[config.mk]
export PLATFORM = sky130hd
export DESIGN_NAME = timer_queue_set_cancel_expire
export DESIGN_NICKNAME = d
export VERILOG_FILES = /design/src/hw/rtl/tqsce_pkg.sv /design/src/hw/rtl/tqsce_cell.sv /design/src/hw/rtl/timer_queue_set_cancel_expire.sv
export VERILOG_INCLUDE_DIRS = /design/src /design/src/hw/rtl
export SDC_FILE = /design/constraint.sdc
export NUM_CORES = 2
export LEC_CHECK = 0
export ABC_AREA = 1
export BUFFER_PORTS_ARGS = -buffer_cell sky130_fd_sc_hd__clkbuf_2
export CORE_MARGIN = 10
export CORE_UTILIZATION = 50
export CTS_BUF_LIST = sky130_fd_sc_hd__clkbuf_4
export CTS_CLUSTER_DIAMETER = 50
export DETAILED_ROUTE_END_ITERATION = 6
export GPL_TIMING_DRIVEN = 0
export HOLD_SLACK_MARGIN = 0.1
export PLACE_DENSITY_LB_ADDON = 0.08
export SLEW_MARGIN = 0
export SYNTH_ARGS = -nofsm -noshare
export SYNTH_HDL_FRONTEND = slang
export SYNTH_SLANG_ARGS = --single-unit
[constraint.sdc]
create_clock -name clock -period 3.1 [get_ports clock]
set_input_delay 0.465 -clock clock [delete_from_list [all_inputs] [get_ports clock]]
set_output_delay 0.465 -clock clock [all_outputs]
set_load 0.005 [all_outputs]
[src/hw/rtl/timer_queue_set_cancel_expire_defines.svh]
// Assertion macros used by the timer queue RTL.
`ifndef TIMER_QUEUE_SET_CANCEL_EXPIRE_DEFINES_SVH
`define TIMER_QUEUE_SET_CANCEL_EXPIRE_DEFINES_SVH

`ifndef SYNTHESIS

// A condition that must hold at every clock edge out of reset.
`define TQSCE_ASSERT_HOLDS(label, clk, rst, cond) \
   label: assert property (@(posedge clk) disable iff (rst) (cond)) \
      else $error("timer queue assertion failed");

// A condition that must hold in the same cycle as its trigger.
`define TQSCE_ASSERT_IMPLIES(label, clk, rst, ante, cons) \
   label: assert property (@(posedge clk) disable iff (rst) (ante) |-> (cons)) \
      else $error("timer queue assertion failed");

// A condition that must hold in the cycle after its trigger.
`define TQSCE_ASSERT_NEXT(label, clk, rst, ante, cons) \
   label: assert property (@(posedge clk) disable iff (rst) (ante) |=> (cons)) \
      else $error("timer queue assertion failed");

`else

`define TQSCE_ASSERT_HOLDS(label, clk, rst, cond)
`define TQSCE_ASSERT_IMPLIES(label, clk, rst, ante, cons)
`define TQSCE_ASSERT_NEXT(label, clk, rst, ante, cons)

`endif

`endif

[src/hw/rtl/tqsce_pkg.sv]
`timescale 1ns / 1ps

package tqsce_pkg;

   // Default sizing of the queue.
   localparam int SLOTS_DEF   = 16;
   localparam int ID_BITS_DEF = 16;

   // Width of the id and delay fields on the ports.
   localparam int FIELD_BITS = 16;

   // Command codes of an input transaction.
   typedef enum logic [1:0] {
      CMD_SET    = 2'd0,
      CMD_CANCEL = 2'd1,
      CMD_TICK   = 2'd2,
      CMD_NONE   = 2'd3
   } cmd_type;

   // Result kinds.
   typedef enum logic [2:0] {
      KIND_SET_OK     = 3'd0,
      KIND_EXPIRED    = 3'd1,
      KIND_CANCELLED  = 3'd2,
      KIND_NOT_FOUND  = 3'd3,
      KIND_QUEUE_FULL = 3'd4
   } kind_type;

   // Control part of the wave that travels down the row of cells.
   // For a tick the wave is a scan and hit means a due timer was found.
   typedef struct packed {
      logic    active;
      cmd_type op;
      logic    hit;
   } wave_ctl_type;

endpackage

[src/hw/rtl/tqsce_cell.sv]
`timescale 1ns / 1ps

module tqsce_cell #(
   parameter int ID_BITS    = tqsce_pkg::ID_BITS_DEF,
   parameter int CMP_BITS   = tqsce_pkg::FIELD_BITS,
   parameter int SLOT_BITS  = $clog2(tqsce_pkg::SLOTS_DEF),
   parameter int CNT_BITS   = $clog2(tqsce_pkg::SLOTS_DEF + 1),
   parameter int CELL_INDEX = 0
) (
   input  logic                                clock,
   input  logic                                reset,
   input  logic                                tick,
   input  logic                                clr_en,
   input  logic [SLOT_BITS-1:0]                clr_slot,
   input  tqsce_pkg::wave_ctl_type             in_ctl,
   input  logic [CMP_BITS-1:0]                 in_id,
   input  logic [tqsce_pkg::FIELD_BITS-1:0]    in_delay,
   input  logic [CNT_BITS-1:0]                 in_count,
   input  logic [SLOT_BITS-1:0]                in_slot,
   output tqsce_pkg::wave_ctl_type             out_ctl,
   output logic [CMP_BITS-1:0]                 out_id,
   output logic [tqsce_pkg::FIELD_BITS-1:0]    out_delay,
   output logic [CNT_BITS-1:0]                 out_count,
   output logic [SLOT_BITS-1:0]                out_slot
);
   import tqsce_pkg::*;

   // Timer held in this cell.
   logic                  valid_ff, valid_in;
   logic                  due_ff, due_in;
   logic [ID_BITS-1:0]    id_ff, id_in;
   logic [FIELD_BITS-1:0] rem_ff, rem_in;

   // Wave handed to the next cell.
   wave_ctl_type          ctl_ff, ctl_in;
   logic [CMP_BITS-1:0]   wid_ff, wid_in;
   logic [FIELD_BITS-1:0] wdelay_ff, wdelay_in;
   logic [CNT_BITS-1:0]   wcount_ff, wcount_in;
   logic [SLOT_BITS-1:0]  wslot_ff, wslot_in;

   logic [CMP_BITS-1:0]   own_id_ext;

   assign own_id_ext = CMP_BITS'(id_ff);

   // Timer update and wave processing.
   always_comb begin
      valid_in  = valid_ff;
      due_in    = due_ff;
      id_in     = id_ff;
      rem_in    = rem_ff;
      ctl_in    = in_ctl;
      wid_in    = in_id;
      wdelay_in = in_delay;
      wcount_in = in_count;
      wslot_in  = in_slot;

      // Count down on a tick; a timer at one or below expires.
      if (tick && valid_ff) begin
         if (rem_ff <= FIELD_BITS'(1)) begin
            valid_in = 1'b0;
            due_in   = 1'b1;
         end else begin
            rem_in = rem_ff - FIELD_BITS'(1);
         end
      end

      // The expired timer just reported leaves the due set.
      if (clr_en && (clr_slot == SLOT_BITS'(CELL_INDEX))) begin
         due_in = 1'b0;
      end

      if (in_ctl.active) begin
         case (in_ctl.op)
            CMD_SET: begin
               // The first free cell along the row takes the timer.
               if (!in_ctl.hit && !valid_ff) begin
                  valid_in   = 1'b1;
                  id_in      = in_id[ID_BITS-1:0];
                  rem_in     = (in_delay == '0) ? FIELD_BITS'(1) : in_delay;
                  ctl_in.hit = 1'b1;
               end
            end
            CMD_CANCEL: begin
               // Every live timer with a matching id is removed.
               if (valid_ff && (own_id_ext == in_id)) begin
                  valid_in   = 1'b0;
                  ctl_in.hit = 1'b1;
               end
            end
            CMD_TICK: begin
               // Scan: count due timers and keep the lowest id, earliest cell on ties.
               if (due_ff) begin
                  wcount_in = in_count + CNT_BITS'(1);
                  if (!in_ctl.hit || (id_ff < in_id[ID_BITS-1:0])) begin
                     ctl_in.hit = 1'b1;
                     wid_in     = own_id_ext;
                     wslot_in   = SLOT_BITS'(CELL_INDEX);
                  end
               end
            end
            default: begin
            end
         endcase
      end
   end

   // Control registers.
   always_ff @(posedge clock) begin
      if (reset) begin
         valid_ff <= 1'b0;
         due_ff   <= 1'b0;
         ctl_ff   <= '0;
      end else begin
         valid_ff <= valid_in;
         due_ff   <= due_in;
         ctl_ff   <= ctl_in;
      end
   end

   // Payload registers.
   always_ff @(posedge clock) begin
      id_ff     <= id_in;
      rem_ff    <= rem_in;
      wid_ff    <= wid_in;
      wdelay_ff <= wdelay_in;
      wcount_ff <= wcount_in;
      wslot_ff  <= wslot_in;
   end

   assign out_ctl   = ctl_ff;
   assign out_id    = wid_ff;
   assign out_delay = wdelay_ff;
   assign out_count = wcount_ff;
   assign out_slot  = wslot_ff;

endmodule

[src/hw/rtl/timer_queue_set_cancel_expire.sv]
`timescale 1ns / 1ps
`include "timer_queue_set_cancel_expire_defines.svh"

// Queue of up to SLOTS one-shot timers driven by commands.
// A command transaction is taken when start is high and busy is low:
// req_cmd selects set (req_delay_ticks), cancel (req_timer_id) or tick.
// Results leave on rsp_valid for one cycle each with rsp_kind,
// rsp_timer_id_res and rsp_last; the receiver cannot stall them.
// Each command sends one wave down a row of SLOTS cells, one cell per
// cycle. Set and cancel give their single result once the wave leaves
// the last cell, and busy drops in that same cycle.
// A tick counts all timers down at once, then runs one wave per expired
// timer, each finding the lowest due id and giving one result; a tick
// with nothing due gives no result.
// The unused command code is taken and dropped without a result.
// Reset empties the queue and zeroes the id counter.
module timer_queue_set_cancel_expire #(
   parameter int SLOTS   = tqsce_pkg::SLOTS_DEF,
   parameter int ID_BITS = tqsce_pkg::ID_BITS_DEF
) (
   input  logic                              clock,
   input  logic                              reset,
   input  logic                              start,
   output logic                              busy,
   input  logic [1:0]                        req_cmd,
   input  logic [tqsce_pkg::FIELD_BITS-1:0]  req_delay_ticks,
   input  logic [tqsce_pkg::FIELD_BITS-1:0]  req_timer_id,
   output logic                              rsp_valid,
   output logic [2:0]                        rsp_kind,
   output logic [tqsce_pkg::FIELD_BITS-1:0]  rsp_timer_id_res,
   output logic                              rsp_last
);
   import tqsce_pkg::*;

   localparam int CMP_BITS  = (ID_BITS > FIELD_BITS) ? ID_BITS : FIELD_BITS;
   localparam int SLOT_BITS = $clog2(SLOTS);
   localparam int CNT_BITS  = $clog2(SLOTS + 1);

   typedef enum logic [1:0] {
      ST_IDLE = 2'b01,
      ST_RUN  = 2'b10
   } state_type;

   state_type             state_ff, state_in;
   logic [ID_BITS-1:0]    next_id_ff, next_id_in;
   wave_ctl_type          inj_ctl_ff, inj_ctl_in;
   logic [CMP_BITS-1:0]   inj_id_ff, inj_id_in;
   logic [FIELD_BITS-1:0] inj_delay_ff, inj_delay_in;
   logic                  rsp_valid_ff, rsp_valid_in;
   kind_type              rsp_kind_ff, rsp_kind_in;
   logic [FIELD_BITS-1:0] rsp_id_ff, rsp_id_in;
   logic                  rsp_last_ff, rsp_last_in;

   // Links of the cell row; link 0 is the head register.
   wave_ctl_type          link_ctl   [SLOTS+1];
   logic [CMP_BITS-1:0]   link_id    [SLOTS+1];
   logic [FIELD_BITS-1:0] link_delay [SLOTS+1];
   logic [CNT_BITS-1:0]   link_count [SLOTS+1];
   logic [SLOT_BITS-1:0]  link_slot  [SLOTS+1];
   logic [SLOTS:0]        act_vec;

   logic                  accept;
   logic                  tick;
   logic                  clr_en;
   wave_ctl_type          tail_ctl;

   assign accept = start && (state_ff == ST_IDLE);
   assign tick   = accept && (cmd_type'(req_cmd) == CMD_TICK);

   assign link_ctl[0]   = inj_ctl_ff;
   assign link_id[0]    = inj_id_ff;
   assign link_delay[0] = inj_delay_ff;
   assign link_count[0] = '0;
   assign link_slot[0]  = '0;

   assign tail_ctl = link_ctl[SLOTS];
   assign clr_en   = tail_ctl.active && (tail_ctl.op == CMD_TICK) && tail_ctl.hit;

   // Row of cells, each holding one timer.
   for (genvar g = 0; g < SLOTS; g++) begin : g_cell
      tqsce_cell #(
         .ID_BITS    (ID_BITS),
         .CMP_BITS   (CMP_BITS),
         .SLOT_BITS  (SLOT_BITS),
         .CNT_BITS   (CNT_BITS),
         .CELL_INDEX (g)
      ) u_cell (
         .clock     (clock),
         .reset     (reset),
         .tick      (tick),
         .clr_en    (clr_en),
         .clr_slot  (link_slot[SLOTS]),
         .in_ctl    (link_ctl[g]),
         .in_id     (link_id[g]),
         .in_delay  (link_delay[g]),
         .in_count  (link_count[g]),
         .in_slot   (link_slot[g]),
         .out_ctl   (link_ctl[g+1]),
         .out_id    (link_id[g+1]),
         .out_delay (link_delay[g+1]),
         .out_count (link_count[g+1]),
         .out_slot  (link_slot[g+1])
      );
   end

   for (genvar g = 0; g <= SLOTS; g++) begin : g_act
      assign act_vec[g] = link_ctl[g].active;
   end

   // Command sequencing: launch a wave, then finish it at the tail.
   always_comb begin
      state_in     = state_ff;
      next_id_in   = next_id_ff;
      inj_ctl_in   = '0;
      inj_id_in    = inj_id_ff;
      inj_delay_in = inj_delay_ff;
      rsp_valid_in = 1'b0;
      rsp_kind_in  = rsp_kind_ff;
      rsp_id_in    = rsp_id_ff;
      rsp_last_in  = rsp_last_ff;

      unique case (state_ff)
         ST_IDLE: begin
            if (start && (cmd_type'(req_cmd) != CMD_NONE)) begin
               inj_ctl_in.active = 1'b1;
               inj_ctl_in.op     = cmd_type'(req_cmd);
               inj_ctl_in.hit    = 1'b0;
               inj_id_in         = (cmd_type'(req_cmd) == CMD_SET) ?
                                   CMP_BITS'(next_id_ff) : CMP_BITS'(req_timer_id);
               inj_delay_in      = req_delay_ticks;
               state_in          = ST_RUN;
            end
         end
         ST_RUN: begin
            if (tail_ctl.active) begin
               state_in = ST_IDLE;
               case (tail_ctl.op)
                  CMD_SET: begin
                     rsp_valid_in = 1'b1;
                     rsp_last_in  = 1'b1;
                     if (tail_ctl.hit) begin
                        rsp_kind_in = KIND_SET_OK;
                        rsp_id_in   = link_id[SLOTS][FIELD_BITS-1:0];
                        next_id_in  = next_id_ff + ID_BITS'(1);
                     end else begin
                        rsp_kind_in = KIND_QUEUE_FULL;
                        rsp_id_in   = '0;
                     end
                  end
                  CMD_CANCEL: begin
                     rsp_valid_in = 1'b1;
                     rsp_last_in  = 1'b1;
                     rsp_kind_in  = tail_ctl.hit ? KIND_CANCELLED : KIND_NOT_FOUND;
                     rsp_id_in    = link_id[SLOTS][FIELD_BITS-1:0];
                  end
                  CMD_TICK: begin
                     // Report the lowest due id; scan again while more remain.
                     if (tail_ctl.hit) begin
                        rsp_valid_in = 1'b1;
                        rsp_kind_in  = KIND_EXPIRED;
                        rsp_id_in    = link_id[SLOTS][FIELD_BITS-1:0];
                        rsp_last_in  = (link_count[SLOTS] == CNT_BITS'(1));
                        if (link_count[SLOTS] != CNT_BITS'(1)) begin
                           inj_ctl_in.active = 1'b1;
                           inj_ctl_in.op     = CMD_TICK;
                           inj_ctl_in.hit    = 1'b0;
                           state_in          = ST_RUN;
                        end
                     end
                  end
                  default: begin
                  end
               endcase
            end
         end
         default: begin
            state_in = ST_IDLE;
         end
      endcase
   end

   // Control registers.
   always_ff @(posedge clock) begin
      if (reset) begin
         state_ff     <= ST_IDLE;
         next_id_ff   <= '0;
         inj_ctl_ff   <= '0;
         rsp_valid_ff <= 1'b0;
      end else begin
         state_ff     <= state_in;
         next_id_ff   <= next_id_in;
         inj_ctl_ff   <= inj_ctl_in;
         rsp_valid_ff <= rsp_valid_in;
      end
   end

   // Payload registers.
   always_ff @(posedge clock) begin
      inj_id_ff    <= inj_id_in;
      inj_delay_ff <= inj_delay_in;
      rsp_kind_ff  <= rsp_kind_in;
      rsp_id_ff    <= rsp_id_in;
      rsp_last_ff  <= rsp_last_in;
   end

   assign busy             = (state_ff != ST_IDLE);
   assign rsp_valid        = rsp_valid_ff;
   assign rsp_kind         = rsp_kind_ff;
   assign rsp_timer_id_res = rsp_id_ff;
   assign rsp_last         = rsp_last_ff;

   // Checks on the sequencing.
   `TQSCE_ASSERT_NEXT(a_cmd_sets_busy, clock, reset, start && !busy && (req_cmd != CMD_NONE), busy)
   `TQSCE_ASSERT_IMPLIES(a_more_keeps_busy, clock, reset, rsp_valid && !rsp_last, busy)
   `TQSCE_ASSERT_IMPLIES(a_single_is_last, clock, reset, rsp_valid && (rsp_kind != KIND_EXPIRED), rsp_last)
   `TQSCE_ASSERT_HOLDS(a_one_wave, clock, reset, $onehot0(act_vec))

endmodule
[After elaboration in Yosys (flattened, before gate mapping)]
Cells that the tools add are included.
Cells by class
  $add $sub $neg: 32
  $lt $le $gt $ge: 32
  equality and inequality tests: 75
  muxes and demuxes: 479
  bitwise gates (word level): 2
  reductions and logical operators: 211
Operators with widths (count)
  16-bit 2-to-1 mux: 163
  16-bit == test: 16
  16-bit by 1-bit <= comparator with 1-bit output (second input constant): 16
  16-bit logical NOT: 16
  16-bit less-than comparator: 16
  16-bit by 1-bit subtractor with 16-bit output (second input constant): 16
  4-bit 2-to-1 mux: 61
  5-bit 2-to-1 mux: 45
  1-bit 2-to-1 mux: 165
  5-bit by 1-bit adder with 5-bit output (second input constant): 15
  1-bit logical AND: 69
  3-bit AND reduction: 17
  1-bit case mux with 3 select lines: 16
  16-bit case mux with 3 select lines: 1
  2-bit == test (second input constant): 19
  2-bit AND reduction: 19
  2-bit by 1-bit == test with 1-bit output (second input constant): 18
  2-bit logical NOT: 18
  1-bit case mux with 2 select lines: 18
  2-bit OR reduction: 17
  4-bit == test (second input constant): 8
  1-bit logical NOT: 32
  16-bit by 1-bit adder with 16-bit output (second input constant): 1
  4-bit by 3-bit == test with 1-bit output (second input constant): 4
  other kinds (18): 45
Storage, ports and cells
  flip-flop bits (word level): 1319

[Depth between registers and ports, before layout]
  word-level depth: 8
  depth in mapped cells: 16

[By module]
A second synthesis with hierarchy kept.
Unflattened totals
  cell total of the unflattened synthesis: 7162
  area, all modules: 59588.4 um^2
Modules (own cells, without submodules)
  tqsce_cell (g_cell[5].u_cell ...): instances 2, cells an instance 431, area each 3641.0 um^2, sequential area each 1741.7 um^2
  tqsce_cell (g_cell[13].u_cell ...): instances 2, cells an instance 429, area each 3498.4 um^2, sequential area each 1741.7 um^2
  tqsce_cell (g_cell[1].u_cell ...): instances 2, cells an instance 430, area each 3478.3 um^2, sequential area each 1741.7 um^2
  tqsce_cell (g_cell[8].u_cell): instances 1, cells an instance 420, area each 3560.9 um^2, sequential area each 1741.7 um^2
  tqsce_cell (g_cell[9].u_cell): instances 1, cells an instance 421, area each 3547.2 um^2, sequential area each 1741.7 um^2
  tqsce_cell (g_cell[4].u_cell): instances 1, cells an instance 430, area each 3544.6 um^2, sequential area each 1741.7 um^2
  tqsce_cell (g_cell[0].u_cell): instances 1, cells an instance 427, area each 3537.1 um^2, sequential area each 1741.7 um^2
  tqsce_cell (g_cell[3].u_cell): instances 1, cells an instance 430, area each 3537.1 um^2, sequential area each 1741.7 um^2
  tqsce_cell (g_cell[15].u_cell): instances 1, cells an instance 437, area each 3515.9 um^2, sequential area each 1741.7 um^2
  tqsce_cell (g_cell[10].u_cell): instances 1, cells an instance 429, area each 3499.6 um^2, sequential area each 1741.7 um^2
  tqsce_cell (g_cell[12].u_cell): instances 1, cells an instance 427, area each 3492.1 um^2, sequential area each 1741.7 um^2
  tqsce_cell (g_cell[7].u_cell): instances 1, cells an instance 427, area each 3490.8 um^2, sequential area each 1741.7 um^2
  tqsce_cell (g_cell[11].u_cell): instances 1, cells an instance 429, area each 3482.1 um^2, sequential area each 1741.7 um^2
  timer_queue_set_cancel_expire: instances 1, cells an instance 305, area each 3145.5 um^2, sequential area each 2001.9 um^2

[Worst setup path before layout]
OpenSTA, ideal clock, no wires.
  path type: register -> register
  from: register state_ff[0]
  to: register rsp_kind_ff[0], in the netlist rsp_kind[0] (enable)
  library setup time: 0.428 ns
  data arrival time: 2.224 ns
  data required time: 2.672 ns
  path slack: 0.448 ns
  cell stages (with the launch flop): 5
  cell sequence: dfxtp_1 inv_1 ha_1 nand2_1 a211oi_1
Between the ends
  word-level cells in the longest chain between the ends: 2
RTL lines
  start: declaration: line timer_queue_set_cancel_expire.sv:44  | state_type state_ff, state_in;
  start signal: assignment: line timer_queue_set_cancel_expire.sv:190  | state_ff <= state_in;
  2-bit == test: line timer_queue_set_cancel_expire.sv:122  | unique case (state_ff)
  4-bit AND reduction (no line)
  end signal: assignment: line timer_queue_set_cancel_expire.sv:201  | rsp_kind_ff <= rsp_kind_in;
  end: declaration: line timer_queue_set_cancel_expire.sv:50  | kind_type rsp_kind_ff, rsp_kind_in;
No other way between the ends.
A chain may end at the register's enable or synchronous reset.

[Worst setup path after layout]
  from: register state_ff[0]
  to: register next_id_ff[12]
Between the ends
  word-level cells in the longest chain between the ends: 2
RTL lines
  2-bit == test: line timer_queue_set_cancel_expire.sv:122
  4-bit AND reduction (no line)
  end signal: assignment: line timer_queue_set_cancel_expire.sv:191  | next_id_ff <= next_id_in;
  end: declaration: line timer_queue_set_cancel_expire.sv:45  | logic [ID_BITS-1:0] next_id_ff, next_id_in;
No other way between the ends.

==> impl_metrics.json <==
{
  "outcome": "complete, no violations",
  "min_period_over_period": 0.906,
  "drc": 0,
  "rsz0062_at_grt": "false",
  "grt_start_max_net_pins": 34,
  "clkTransAtPathRegs_ns": 0.07,
  "p_clk_frac": 0.348,
  "mostFrequentLayoutCell": "nand2_1",
  "synth_seq_area_share": 0.508,
  "fin_util": 0.572,
  "p_comb_frac": 0.138,
  "ys_warn_count": 0,
  "startpoint_type": "flip-flop",
  "synthCells": 7096,
  "via_count": 47041,
  "grt_antenna_before_repair": 3,
  "drive_above_1_share": 0.0994,
  "p_leak_nw": 30.4,
  "post_dp_cell_area_um2": 59400,
  "overflow": 0,
  "core_um2": 113000,
  "relSlewSlack": 0.163,
  "rows": 123,
  "io_pins": 59,
  "final_antenna_net_count": 0,
  "clock_latency_ns": 1.20,
  "final_nets": 7924,
  "setup-violations-final": 0,
  "finalClockSkew_ns": 0.0766,
  "ys_ff_latch": 1297,
  "p_sw_frac": 0.288,
  "tns_ns": 0,
  "p_switching_w": 0.0122,
  "areaGrowthSynthToFinish_pct": 13.1,
  "vias_per_cell": 5.03,
  "power_density_nw_per_um2": 653,
  "wl_met3_mm": 6.77,
  "grt_pass1_wl_mm": 222,
  "final_hold_viol_count": 0,
  "tightest_slew_ns": 1.24,
  "die_h_um": 358,
  "drv_slew": 0,
  "fin_crit_ns": 2.81,
  "top_layer": "met4",
  "crit_buf_inv": 2,
  "yosysTopAreaCell": "dfxtp_1",
  "first_iter_violations": 2614,
  "syn_nets": 7426,
  "post-dp-hpwl_mm": 103,
  "irDropWorstVdd_uv": 520,
  "wl_met1_mm": 54.0,
  "worst_ep_required_time_ns": 4.19,
  "cts_inserted_buffers": 348,
  "wire_per_inst_um": 14.7,
  "cp_slowest_stage_delay_ns": 0.63,
  "wl_mm": 137,
  "synth.area.top_cells": "dfxtp_1, edfxtp_1, nand2_1",
  "maxCapViolCount": 0,
  "grt_pass1_vias": 45984,
  "layout_common_cells": "nand2_1, dfxtp_1, inv_1, nor2_1, nand3_1",
  "critical_path_class": "flip-flop to flip-flop",
  "drtPass1Iterations": 6,
  "yosysTopAreaCellShare": 0.346,
  "cts_setup_buffers": 0,
  "syn-mean-instance-area_um2": 8.06,
  "clockRootBuffer": "clkbuf_4",
  "fmax_mhz": 356,
  "synthDistinctLibCells": 55,
  "place_congestion": 0.894,
  "die-area_um2": 128000,
  "die_w_um": 358,
  "numPortBuffers": 58,
  "intPower_w": 0.0301,
  "cts-htree-levels": 5,
  "hold_class": "flip-flop to flip-flop",
  "timing.hold.ws_ns": 0.336,
  "critPathTopFamily": "simple AND/OR/NAND/NOR gates",
  "tritoncts_num_sinks": 1297,
  "synth_area_um2": 57200,
  "met2RoutedLength_mm": 70.2,
  "start_util": 0.506,
  "critical_path.cell_chain": "inv_1 > ha_1 > nand4_4 > inv_1 > nand3_1 > nor2_1 > nand3b_1 > o21ai_0 > nor2_1",
  "fill_cells": 10520,
  "stdcell_area_um2": 64600,
  "clockBufferDepth": 4,
  "critPathMaxFanout": 6,
  "worstPathArrival_ns": 3.90,
  "cts_tree": "yes",
  "crit_slowest_cell": "ha_1",
  "worstSetupEndpointType": "flip-flop",
  "seqPwrFrac": 0.513,
  "grtUsageTotal": 0.211
}
[power by group through the flow]
stage / Combinational (W) / Sequential [W] / Clock (W)
6_report: 0.00584 / 0.0217 / 0.0147
4_1_cts: 0.00584 / 0.0217 / 0.0152
3_3_place_gp: 0.00549 / 0.0220 / 0
3_5_place_dp: 0.00570 / 0.0220 / 0
2_1_floorplan: 0.00459 / 0.0213 / 0
5_1_grt: 0.00689 / 0.0220 / 0.0161
[per-layer routing]
metal  vias to the layer above  GRT usage
met5                         -          0
met4                         0      0.108
met3                       402     0.0391
met2                      1137      0.391
met1                     21308      0.228
li1                      24194          -
[registers in the layout, summed over array words and instances, names as in the netlist]
name,count
inj_ctl_ff,2
inj_delay_ff,16
next_id_ff,16
act_vec,1
rsp_last,1
g_cell.u_cell.out_delay,240
g_cell.u_cell.rem_ff,256
rsp_kind,3
g_cell.u_cell.out_slot,49
g_cell.u_cell.out_count,70
g_cell.u_cell.due_ff,16
rsp_valid,1
g_cell.u_cell.out_id,256
rsp_timer_id_res,16
g_cell.u_cell.out_ctl,64
inj_id_ff,16
state_ff,2
g_cell.u_cell.id_ff,256
g_cell.u_cell.valid_ff,16
[through the flow]
stage | total power, W | setup slack (ns) | cells
CTS | 0.0427 | 0.363 | 9338
finish | 0.0422 | 0.293 | 9346
detailed placement | 0.0277 | 0.323 | 8657
floorplan | 0.0259 | 0.448 | 7096
global route | 0.0450 | 0.137 | 9345
global placement | 0.0275 | -0.437 | 8654
[worst reg2reg max path: stages, from the launching register on]
cell and delay [ns]:
dfxtp_1 0.33, inv_1 0.08, ha_1 0.63, nand4_4 0.44, inv_1 0.29, nand3_1 0.14, nor2_1 0.36, nand3b_1 0.18
o21ai_0 0.24, nor2_1 0.07
[synth_stat cells (all sizes together)]
cell	n
a2111oi	1
a211oi	4
a21boi	17
a21o	9
a21oi	181
a221oi	3
a22oi	1
a31oi	56
and2	1
and3	4
and3b	1
buf	57
clkbuf	89
clkinv	7
dfxtp	989
edfxtp	308
ha	293
inv	889
mux2	15
nand2	1967
nand3	667
nand3b	42
nand4	111
nor2	811
nor3	51
nor3b	1
nor4	49
o2111ai	16
o211a	3
o211ai	19
o21a	6
o21ai	217
o21bai	19
o22ai	5
o311ai	1
or2	51
xnor2	48
xor2	87
[repair_timing]
item                       in CTS  in global routing
hold endpoints to repair      190                  0
hold buffers                   87                  0
setup endpoints to repair       0                  2
gates resized for setup         0                  1
[final cells by class]
cell class                      instances  area (um2)  share of cell area
Inverter                              896        3360              0.0520
Antenna cell                            8        20.0            0.000310
Tap cell                             1500        1880              0.0290
Clock buffer                          504        3780              0.0585
Multi-Input combinational cell       4757       24200               0.374
Clock inverter                         90         556             0.00859
Timing Repair Buffer                  148        1210              0.0188
Sequential cell                      1297       29000               0.449
Buffer                                146         636             0.00983
[cells by family after synthesis]
logic type / share of synthesized area
simple gates: 0.279
flops: 0.508
buf+inv: 0.0699
compound gates: 0.0552
fa+ha+maj: 0.0641
xor+xnor: 0.0207
mux: 0.00295
[final timing paths]
| path | startpoint | end | slack [ns] | depth (start not counted) |
|---|---|---|---|---|
| setup / recovery | state_ff[0] | next_id_ff[12] | 0.29 | 9 |
| hold / removal | g_cell[4].u_cell.out_delay[3] | g_cell[5].u_cell.out_delay[3] | 0.34 | 0 |
| setup reg to reg | state_ff[0] | next_id_ff[12] | 0.29 | 9 |
| hold reg to reg | g_cell[4].u_cell.out_delay[3] | g_cell[5].u_cell.out_delay[3] | 0.34 | 0 |
Power figures use the tool's default switching activity.
